**src/rtl/assert_macros.svh**
```systemverilog
// ---------------------------------------------------------------------------
// assert_macros.svh
// Assertion helpers shared by the RTL. Define ASSERT_OFF to compile them out.
// ---------------------------------------------------------------------------
`ifndef ASSERT_MACROS_SVH
`define ASSERT_MACROS_SVH

`ifndef ASSERT_OFF
// property must hold at every clock edge outside reset
`define ASSERT_CLK(lbl, clk, rst_n, prop) \
  lbl: assert property (@(posedge clk) disable iff (!rst_n) prop) \
    else $error("assertion failed");
// condition must never be true outside reset
`define ASSERT_NEVER(lbl, clk, rst_n, cond) \
  lbl: assert property (@(posedge clk) disable iff (!rst_n) !(cond)) \
    else $error("forbidden condition seen");
`else
`define ASSERT_CLK(lbl, clk, rst_n, prop)
`define ASSERT_NEVER(lbl, clk, rst_n, cond)
`endif

`endif

```
**src/rtl/bprf_pkg.sv**
```systemverilog
// ---------------------------------------------------------------------------
// bprf_pkg
// Shared constants and types of the bypassed register file.
// ---------------------------------------------------------------------------
package bprf_pkg;

  localparam int NUM_REGS  = 32;
  localparam int WORD_BITS = 32;
  localparam int ADDR_W    = 5;
  localparam int REG_AW    = $clog2(NUM_REGS);

  // read ports: one array bank each
  localparam int RD_PORTS = 5;
  localparam int RP_RD    = 0;
  localparam int RP_RD_LO = 1;
  localparam int RP_RS1   = 2;
  localparam int RP_RS1_LO = 3;
  localparam int RP_RS2   = 4;

  typedef logic [WORD_BITS-1:0] word_t;
  typedef logic [REG_AW-1:0]    ridx_t;

  typedef struct packed {
    logic  en;
    ridx_t addr;
    word_t data;
  } wr_t;

endpackage

```
**src/rtl/bprf_bank.sv**
```systemverilog
// ---------------------------------------------------------------------------
// bprf_bank
// One copy of the register array: one write port, one registered read port.
// Per-entry valid bits are cleared by reset; rd_vld_o is low when an unwritten entry is read.
// ---------------------------------------------------------------------------
module bprf_bank
  import bprf_pkg::*;
(
  input  logic  clk_i,
  input  logic  rst_ni,
  input  wr_t   wr_i,
  input  logic  rd_en_i,
  input  ridx_t rd_addr_i,
  output word_t rd_data_o,
  output logic  rd_vld_o
);

  word_t               mem [NUM_REGS];
  logic [NUM_REGS-1:0] vld_q;
  word_t               rd_data_q;
  logic                rd_vld_q;

  always_ff @(posedge clk_i or negedge rst_ni) begin
    if (!rst_ni) begin
      vld_q    <= '0;
      rd_vld_q <= 1'b0;
    end else begin
      if (wr_i.en) begin
        vld_q[wr_i.addr] <= 1'b1;
      end
      if (rd_en_i) begin
        rd_vld_q <= vld_q[rd_addr_i];
      end
    end
  end

  always_ff @(posedge clk_i) begin
    if (wr_i.en) begin
      mem[wr_i.addr] <= wr_i.data;
    end
    if (rd_en_i) begin
      rd_data_q <= mem[rd_addr_i];
    end
  end

  assign rd_data_o = rd_data_q;
  assign rd_vld_o  = rd_vld_q;

endmodule

```
**config.mk**
```make
export PLATFORM = sky130hd
export DESIGN_NAME = bprf_bank
export DESIGN_NICKNAME = d
export VERILOG_FILES = /design/src/rtl/assert_macros.svh /design/src/rtl/bprf_pkg.sv /design/src/rtl/bprf_bank.sv
export SDC_FILE = /design/constraint.sdc
export NUM_CORES = 1
export LEC_CHECK = 0
export ABC_CLOCK_PERIOD_IN_PS = 5200
export BUFFER_PORTS_ARGS = -buffer_cell sky130_fd_sc_hd__buf_4
export CORE_UTILIZATION = 65
export DETAILED_ROUTE_END_ITERATION = 8
export PLACE_DENSITY_LB_ADDON = 0.05
export REMOVE_ABC_BUFFERS = 1
export SYNTH_ARGS = -nofsm -noshare
export SYNTH_HDL_FRONTEND = slang
export SYNTH_SLANG_ARGS = --single-unit
export TNS_END_PERCENT = 30
```
**constraint.sdc**
```tcl
create_clock -name clk_i -period 5.2 [get_ports clk_i]
set_input_delay 0.26 -clock clk_i [delete_from_list [all_inputs] [get_ports clk_i]]
set_output_delay 0.26 -clock clk_i [all_outputs]
set_load 0.05 [all_outputs]
```
* Yosys cells after proc, flatten, opt, wreduce, memory -nomap -nowiden
Memory sizes are Yosys's and may differ from the RTL's. A register that Yosys moved wholly into a read port is not among the register bits.
Cells that the tools add are included.
** Word-level totals
- Register bits :: 33
- Latch bits :: 0
- RAM bits :: 1024
- ROM bits :: 0
- Logic and storage cells :: 14
- Memories kept :: 1
** Cells by class
- Add/sub/neg operators :: 0
- Multiply operators :: 0
- Divide/modulo/power cells :: 0
- Order comparisons :: 3
- Equality and inequality tests :: 0
- Shift-type cells :: 0
- Mux-type cells :: 6
- Bitwise gates (word level) :: 1
- Reduce and logical (&&, ||, !) cells :: 1
** Memories
- mem :: depth 32, bits a word 32, read ports 1, clocked after Yosys merged registers in 1, wr ports 1, RTL line bprf_bank.sv:18 : word_t mem [NUM_REGS];
** Operator list (count)
- $or A32 B32 Y32 :: 1
- $lt A5 B6 Y1 const B :: 2
- $bmux W1 S5 :: 1
- $demux W1 S5 :: 1
- $ge A5 B1 Y1 const B :: 1
- $mux W1 :: 4
- $logic_and A1 B1 Y1 :: 1

* Logic depth before layout (Yosys ltp)
Gate-level depths: netlist of run 1.
- Depth after elaboration :: 5
- Gate-level depth with buffers :: 8
- Gate-level depth less buffers :: 5

* Worst setup path after synthesis of run 1
No wires, ideal clock.
- Path kind :: input port to flip-flop
- From :: input port wr_i[32] in the netlist's numbering
- To :: memory mem[12][0] in the netlist's numbering (enable)
- Setup time :: 0.422 ns
- Arrival :: 2.291 ns
- Path slack :: 2.487 ns
- Stages :: 3
- Cell sequence :: or3b_2 clkbuf_1 nor2_1
** RTL lines
- start, declared :: RTL line bprf_bank.sv:11 : input wr_t wr_i,
- end, declared :: RTL line bprf_bank.sv:18
Straight into the memory's write port.

* Final worst setup path of run 1
- From :: input port wr_i[37] in the netlist's numbering
- To :: memory mem[7][8] in the netlist's numbering (enable)
** On the way
- Longest elaborated chain between the ends :: 2
** Ends and longest elaborated chain
- $mux W1 :: RTL line bprf_bank.sv:38 : if (wr_i.en) begin
- $mux W1 (implied by the code) :: RTL line bprf_bank.sv:39 : mem[wr_i.addr] <= wr_i.data;
No other way between the ends.

==> results_dict.tcl, run 1 <==
set metrics [dict create \
    die-width_um 254 \
    clk_latency_ns 0.66 \
    post-route-period-util_pct 45.2 \
    track_usage_pct 30.5 \
    reg2reg_slack_ns 3.24 \
    maxCapViolCount 0 \
    path_max_fanout 22 \
    worstSetupPathType "in2reg" \
    synthDistinctLibCells 27 \
    dr.first_iter.drc_count 2509 \
    die_h_um 254 \
    drive_gt1_share_pct 36.3 \
    start_util_pct 66.3 \
    routed_via_density 6.84 \
    cts-buffers-inserted 104 \
    grt_pass1_vias 19200 \
    worstPathArrival_ns 2.66 \
    drt_wl_total_um 94200 \
    power.density_nw_per_um2 392 \
    fmax_ghz 0.426 \
    startpoint_type "primary input" \
    dpl-instance-area_um2 43200 \
    ir_drop_mv 0.304 \
    ff2ff_path_depth 3 \
    wl_per_cell_um 34.4 \
    antenna_found_initial 2 \
    clock_sinks 1089 \
    setup_viol 0 \
    synth_area_leaders "edfxtp_1 (77%), mux4_2 (17%), dfrtp_1 (2.0%)" \
    r2r_end "rd_data_o[16]" \
    finalClockSkew_ns 0.0233 \
    grt_pass1_wl_um 134000 \
    ctsRootBufferMaster "clkbuf_16" \
    ys_ff_latch 1089 \
    synthDominantCellAreaShare_pct 77.0 \
    cp-startpoint "wr_i[37]" \
    crit_end "mem[7][8]" \
    layout.nets 1869 \
    cts_resized 0 \
    status "finished clean" \
    grt_overflow 0 \
    yosysTopAreaCell "edfxtp_1" \
    rsz0062_at_grt "false" \
    cts.path.max_buffers 3 \
    finalHoldViolCount 0 \
    synthCells 1637 \
    dpl.hpwl_um 47700 \
    crit_required_ns 5.52 \
    synth.yosys.seq_area_share_pct 79.0 \
    hold_buffers 31 \
    rows 91 \
    cts_tree "done" \
    cts-htree-levels 3 \
    worst_setup_path_end_kind "register" \
    io_pins 79 \
    dieArea_um2 64400 \
    tns_ns 0 \
    syn_to_final_growth_pct 13.6 \
    ant_nets 0 \
    drc_errors 0 \
    period_needed_ns 2.35 \
    globalplace.congestion 0.748 \
    finalInstanceArea_um2 46800 \
    post_cts_buffers 0 \
    syn_avg_cell_area_um2 25.2 \
    slew_viol_final 0 \
    p_leak_nw 14.8 \
    dr.pass1.iters 5 \
    core_um2 62200 \
    cts.clk_slew.worst_paths_ns 0.06 \
    hp-class "in2reg" \
    mappedNetlistArea_um2 41200 \
    yosys_warnings 0 \
    grt_max_degree 101 \
    via_count 18800 \
    worstReg2RegStart "mem[6][16]" \
    worst_slew_pin_slew_ns 1.27 \
    slew_headroom_pct 15.3 \
    io_buffers 78 \
]
==> power by group <==
group,switching (W),total [W],leakage [nW],internal (W)
logic,0.000581,0.00104,3.27,0.000455
registers,0.0000718,0.00989,9.92,0.00981
clock network,0.00313,0.00743,1.64,0.00430
==> layer usage <==
metal	global-route usage (%)	up-vias	part of all wire, %
li1	-	7448	-
met1	44.4	10100	39
met2	46.8	1051	48
met3	7.26	144	10
met4	9.55	2	2.4
met5	0	-	0.012
==> how the worst min path moves through the flow <==
stage | startpoint | to | cells after the start
CTS | wr_i[1] | mem[28][1] | 1
finish | wr_i[1] | mem[12][1] | 1
detailed placement | rst_ni | vld_q[29] | 1
global placement | rst_ni | vld_q[23] | 1
floorplan | rst_ni | rd_vld_o | 0
global route | wr_i[2] | mem[22][2] | 1
==> cell usage in the layout, fill, tap and decap left out <==
cell and n:
clkbuf_16 106, diode_2 1, and3_1 1, clkinv_1 26, bufinv_16 12, nor2_1 3, dlygate4sd3_1 31, a22o_1 1
mux2_2 32, clkbuf_1 16, buf_12 6, buf_4 120, a41oi_1 1, dfrtp_1 33, nand2b_1 2, or3b_2 3
mux2i_1 16, buf_8 2, nor2_4 32, nor2b_1 2, a21oi_1 3, clkinvlp_4 2, nand3_1 3, clkinv_8 1
or3_1 1, clkinv_2 22, nand4_1 1, nand2_1 5, inv_6 2, mux4_2 320, and2_1 1, or2_2 32
a22oi_1 3, a211oi_1 1, edfxtp_1 1056, a31oi_1 1, nand3b_1 5
==> through the flow <==
step / setup slack [ns] / power, W / utilization (%) / hold WS, ns / std cells
after global placement: 2.17 / 0.0110 / 69.4 / 0.217 / 2523
after floorplan: 2.56 / 0.0106 / - / -0.0356 / 1558
after CTS: 2.87 / 0.0184 / 75.3 / 0.00214 / 2741
final: 2.85 / 0.0184 / 75.3 / 0.0394 / 2742
after detailed placement: 2.18 / 0.0111 / 69.4 / 0.225 / 2523
after global routing: 2.76 / 0.0188 / 75.3 / 0.0315 / 2741
==> synthesized netlist by cell type <==
cell and number:
nand2_1 5, mux4_2 320, a41oi_1 1, nand3_1 3, edfxtp_1 1056, and2_1 1, buf_6 8, a211oi_1 1
buf_1 2, nor2b_1 2, a22o_1 1, a31oi_1 1, and3_1 1, or3b_2 3, a21oi_1 3, nor2_1 35
clkbuf_1 43, or3_1 1, or2_2 32, nand3b_1 5, nand4_1 1, mux2i_1 16, buf_2 26, nand2b_1 2
dfrtp_1 33, mux2_2 32, a22oi_1 3
==> state kept, by name, summed over array words and instances (netlist names) <==
| name | flops |
|---|---|
| mem | 1024 |
| rd_data_o | 32 |
| rd_vld_o | 1 |
| vld_q | 32 |
==> cell type report <==
class / instances / area (µm²)
diodes: 1 / 2.50
clock buffers: 122 / 2710
clock inverters: 65 / 617
fillers: 3316 / 15400
multi-input cells: 469 / 8520
flip-flops and latches: 1089 / 32500
well taps: 837 / 1050
repair buffers: 159 / 1360
==> logic make-up after synthesis <==
group,after synthesis,synth area share [%]
AO/OA/AOI/OAI,10,0.167
buffers and inverters,79,0.944
flip-flops,1089,79.0
multiplexers,368,18.8
AND/OR/NAND/NOR,91,1.16
==> critical path: stages <==
cell	delay (ns)
buf_4	0.10
nand3_1	0.59
nor2_4	1.23
buf_4	0.46
Power figures use the tool's default switching activity.
==> run 2, diff against run 1 <==
Settings changed: ABC_CLOCK_PERIOD_IN_PS 5200 to 2400, CORE_UTILIZATION 65 to 62.
Clock period 5.2 ns to 2.4 ns, I/O delays scaled along.
==> run 2 against run 1 <==
Register-to-register slack worse by 2.8 ns. Largest cell class unchanged. Utilization is 2.0 points lower. Worst setup slack worse by 2.4 ns. Cell count is 4.4% higher. Global-route usage is 1.2 points lower. Sequential power is 120% higher. Power is 120% higher. Critical endpoint is now rd_data_o[13]. Via count is 1.1% higher. Design area is 2.9% higher. Non-clock buffer count is 84 higher. Clock skew is 0.0081 ns lower. Worst hold slack better by 0.10 ns.
==> results_dict.tcl, run 2 (same netlist as run 1, synthesis figures left out) <==
set metrics [dict create \
    status "finished clean" \
    finalClockSkew_ns 0.0152 \
    fin_cells 2864 \
    routed_via_density 6.62 \
    layout_setup_ws_ns 0.411 \
    p_leak_nw 15.4 \
    finalHoldViolCount 0 \
    cts.path.max_buffers 3 \
    regMostFlops "mem" \
    clock_sinks 1089 \
    cpMostUsedCell "mux4_2" \
    worstReg2RegStart "mem[31][13]" \
    drive_gt1_share_pct 38.6 \
    hp-class "in2reg" \
    setup_viol 0 \
    rows 94 \
    dr.first_iter.drc_count 2351 \
    finalInstanceArea_um2 48200 \
    ff2ff_path_depth 3 \
    io_buffers 78 \
    crit_chain "mux4_2 -> mux4_2 -> mux2_2" \
    grt_overflow 0 \
    dr.pass1.iters 5 \
    final_common_cell "edfxtp_1" \
    worstSetupPathType "reg2reg" \
    hold_buffers 35 \
    cts-htree-levels 3 \
    r2r_end "rd_data_o[13]" \
    ctsRootBufferMaster "clkbuf_16" \
    die-width_um 260 \
    wl_per_cell_um 33.0 \
    slowest_delay_ns 0.57 \
    dieArea_um2 67500 \
    clk_latency_ns 0.65 \
    grt_pass1_vias 19600 \
    power.total_w 0.0400 \
    fmax_ghz 0.503 \
    crit_end "rd_data_o[13]" \
    dp_cells 2630 \
    core_um2 65700 \
    tns_ns 0 \
    cts_tree "done" \
    path_max_fanout 1 \
    period_needed_ns 1.99 \
    dpl-instance-area_um2 44400 \
    startpoint_type "register" \
    worst_slew_pin_slew_ns 0.925 \
    maxCapViolCount 0 \
    slew_headroom_pct 38.4 \
    globalplace.congestion 0.775 \
    crit_path_top_delay_cell "mux4_2" \
    cp-startpoint "mem[31][13]" \
    cts-buffers-inserted 106 \
    drt_wl_total_um 94600 \
    track_usage_pct 29.2 \
    cts.clk_slew.worst_paths_ns 0.06 \
    grt_pass1_wl_um 136000 \
    worst_setup_path_end_kind "register" \
    ant_nets 0 \
    post_cts_buffers 0 \
    layout.nets 1955 \
    rsz0062_at_grt "false" \
    reg2reg_slack_ns 0.41 \
    die_h_um 260 \
    drc_errors 0 \
    ir_drop_mv 0.719 \
    syn_to_final_growth_pct 16.9 \
    crit_required_ns 2.79 \
    cts_resized 0 \
    worstPathArrival_ns 2.38 \
    largest_register_ffs 1024 \
    start_util_pct 62.7 \
    power.density_nw_per_um2 832 \
    preCtsSetupSlack_ns 0.0800 \
    post-route-period-util_pct 82.9 \
    dpl.hpwl_um 51100 \
    antenna_found_initial 3 \
    io_pins 79 \
    via_count 19000 \
    final_cell_mix "edfxtp_1 (1,056), mux4_2 (320), buf_4 (153), clkbuf_16 (113), buf_12 (53)" \
    slew_viol_final 0 \
    fill_cells 3601 \
    grt_max_degree 41 \
]
-- run 2: cell types whose count changed in the layout (fill, tap and decap cells not counted), moves of 7 or more --
cell       previous run  this run
buf_12                6        53
clkbuf_16           106       113
clkbuf_1             16        27
buf_4               120       153
clkinv_2             22        15
-- run 2: layout make-up --
type	instances	area, µm²	share of cell area [%]
Antenna cell	1	2.50	0.00520
Clock buffer	140	2930	6.08
Clock inverter	58	498	1.03
Multi-Input combinational cell	469	8520	17.7
Sequential cell	1089	32500	67.6
Tap cell	864	1080	2.24
Timing Repair Buffer	243	2590	5.38
-- run 2: layer usage --
layer	GRT usage, %	part of all wire (%)
met4	8.53	2.3
met1	42.5	39
met5	0	0
met3	4.53	8.1
met2	47.1	50
-- run 2: power breakdown --
group / switching (W) / internal [W]
combinational: 0.00128 / 0.00110
sequential: 0.000139 / 0.0213
clock: 0.00675 / 0.00951
-- run 2: critical path, delay by kind of cell, from the launching register on --
family,cells,cell delay [ns]
multiplexers,3,1.35
flip-flops,1,0.39
-- run 2: how the worst min path moves through the flow --
stage,start,to,slack (ns),depth (start not counted)
after floorplan,rst_ni,rd_vld_o,-0.18,0
after global placement,rst_ni,vld_q[27],0.07,1
after detailed placement,rst_ni,vld_q[27],0.09,1
after CTS,rd_addr_i[4],rd_vld_o,0.05,3
after global routing,rd_addr_i[4],rd_data_o[5],0.13,2
final,rd_addr_i[4],rd_data_o[13],0.14,2
-- run 2: per-stage QoR --
stage | util [%] | hold WS (ns)
floorplan | - | -0.176
global placement | 67.5 | 0.0689
detailed placement | 67.5 | 0.0850
CTS | 73.2 | 0.0489
global route | 73.2 | 0.133
finish | 73.2 | 0.141
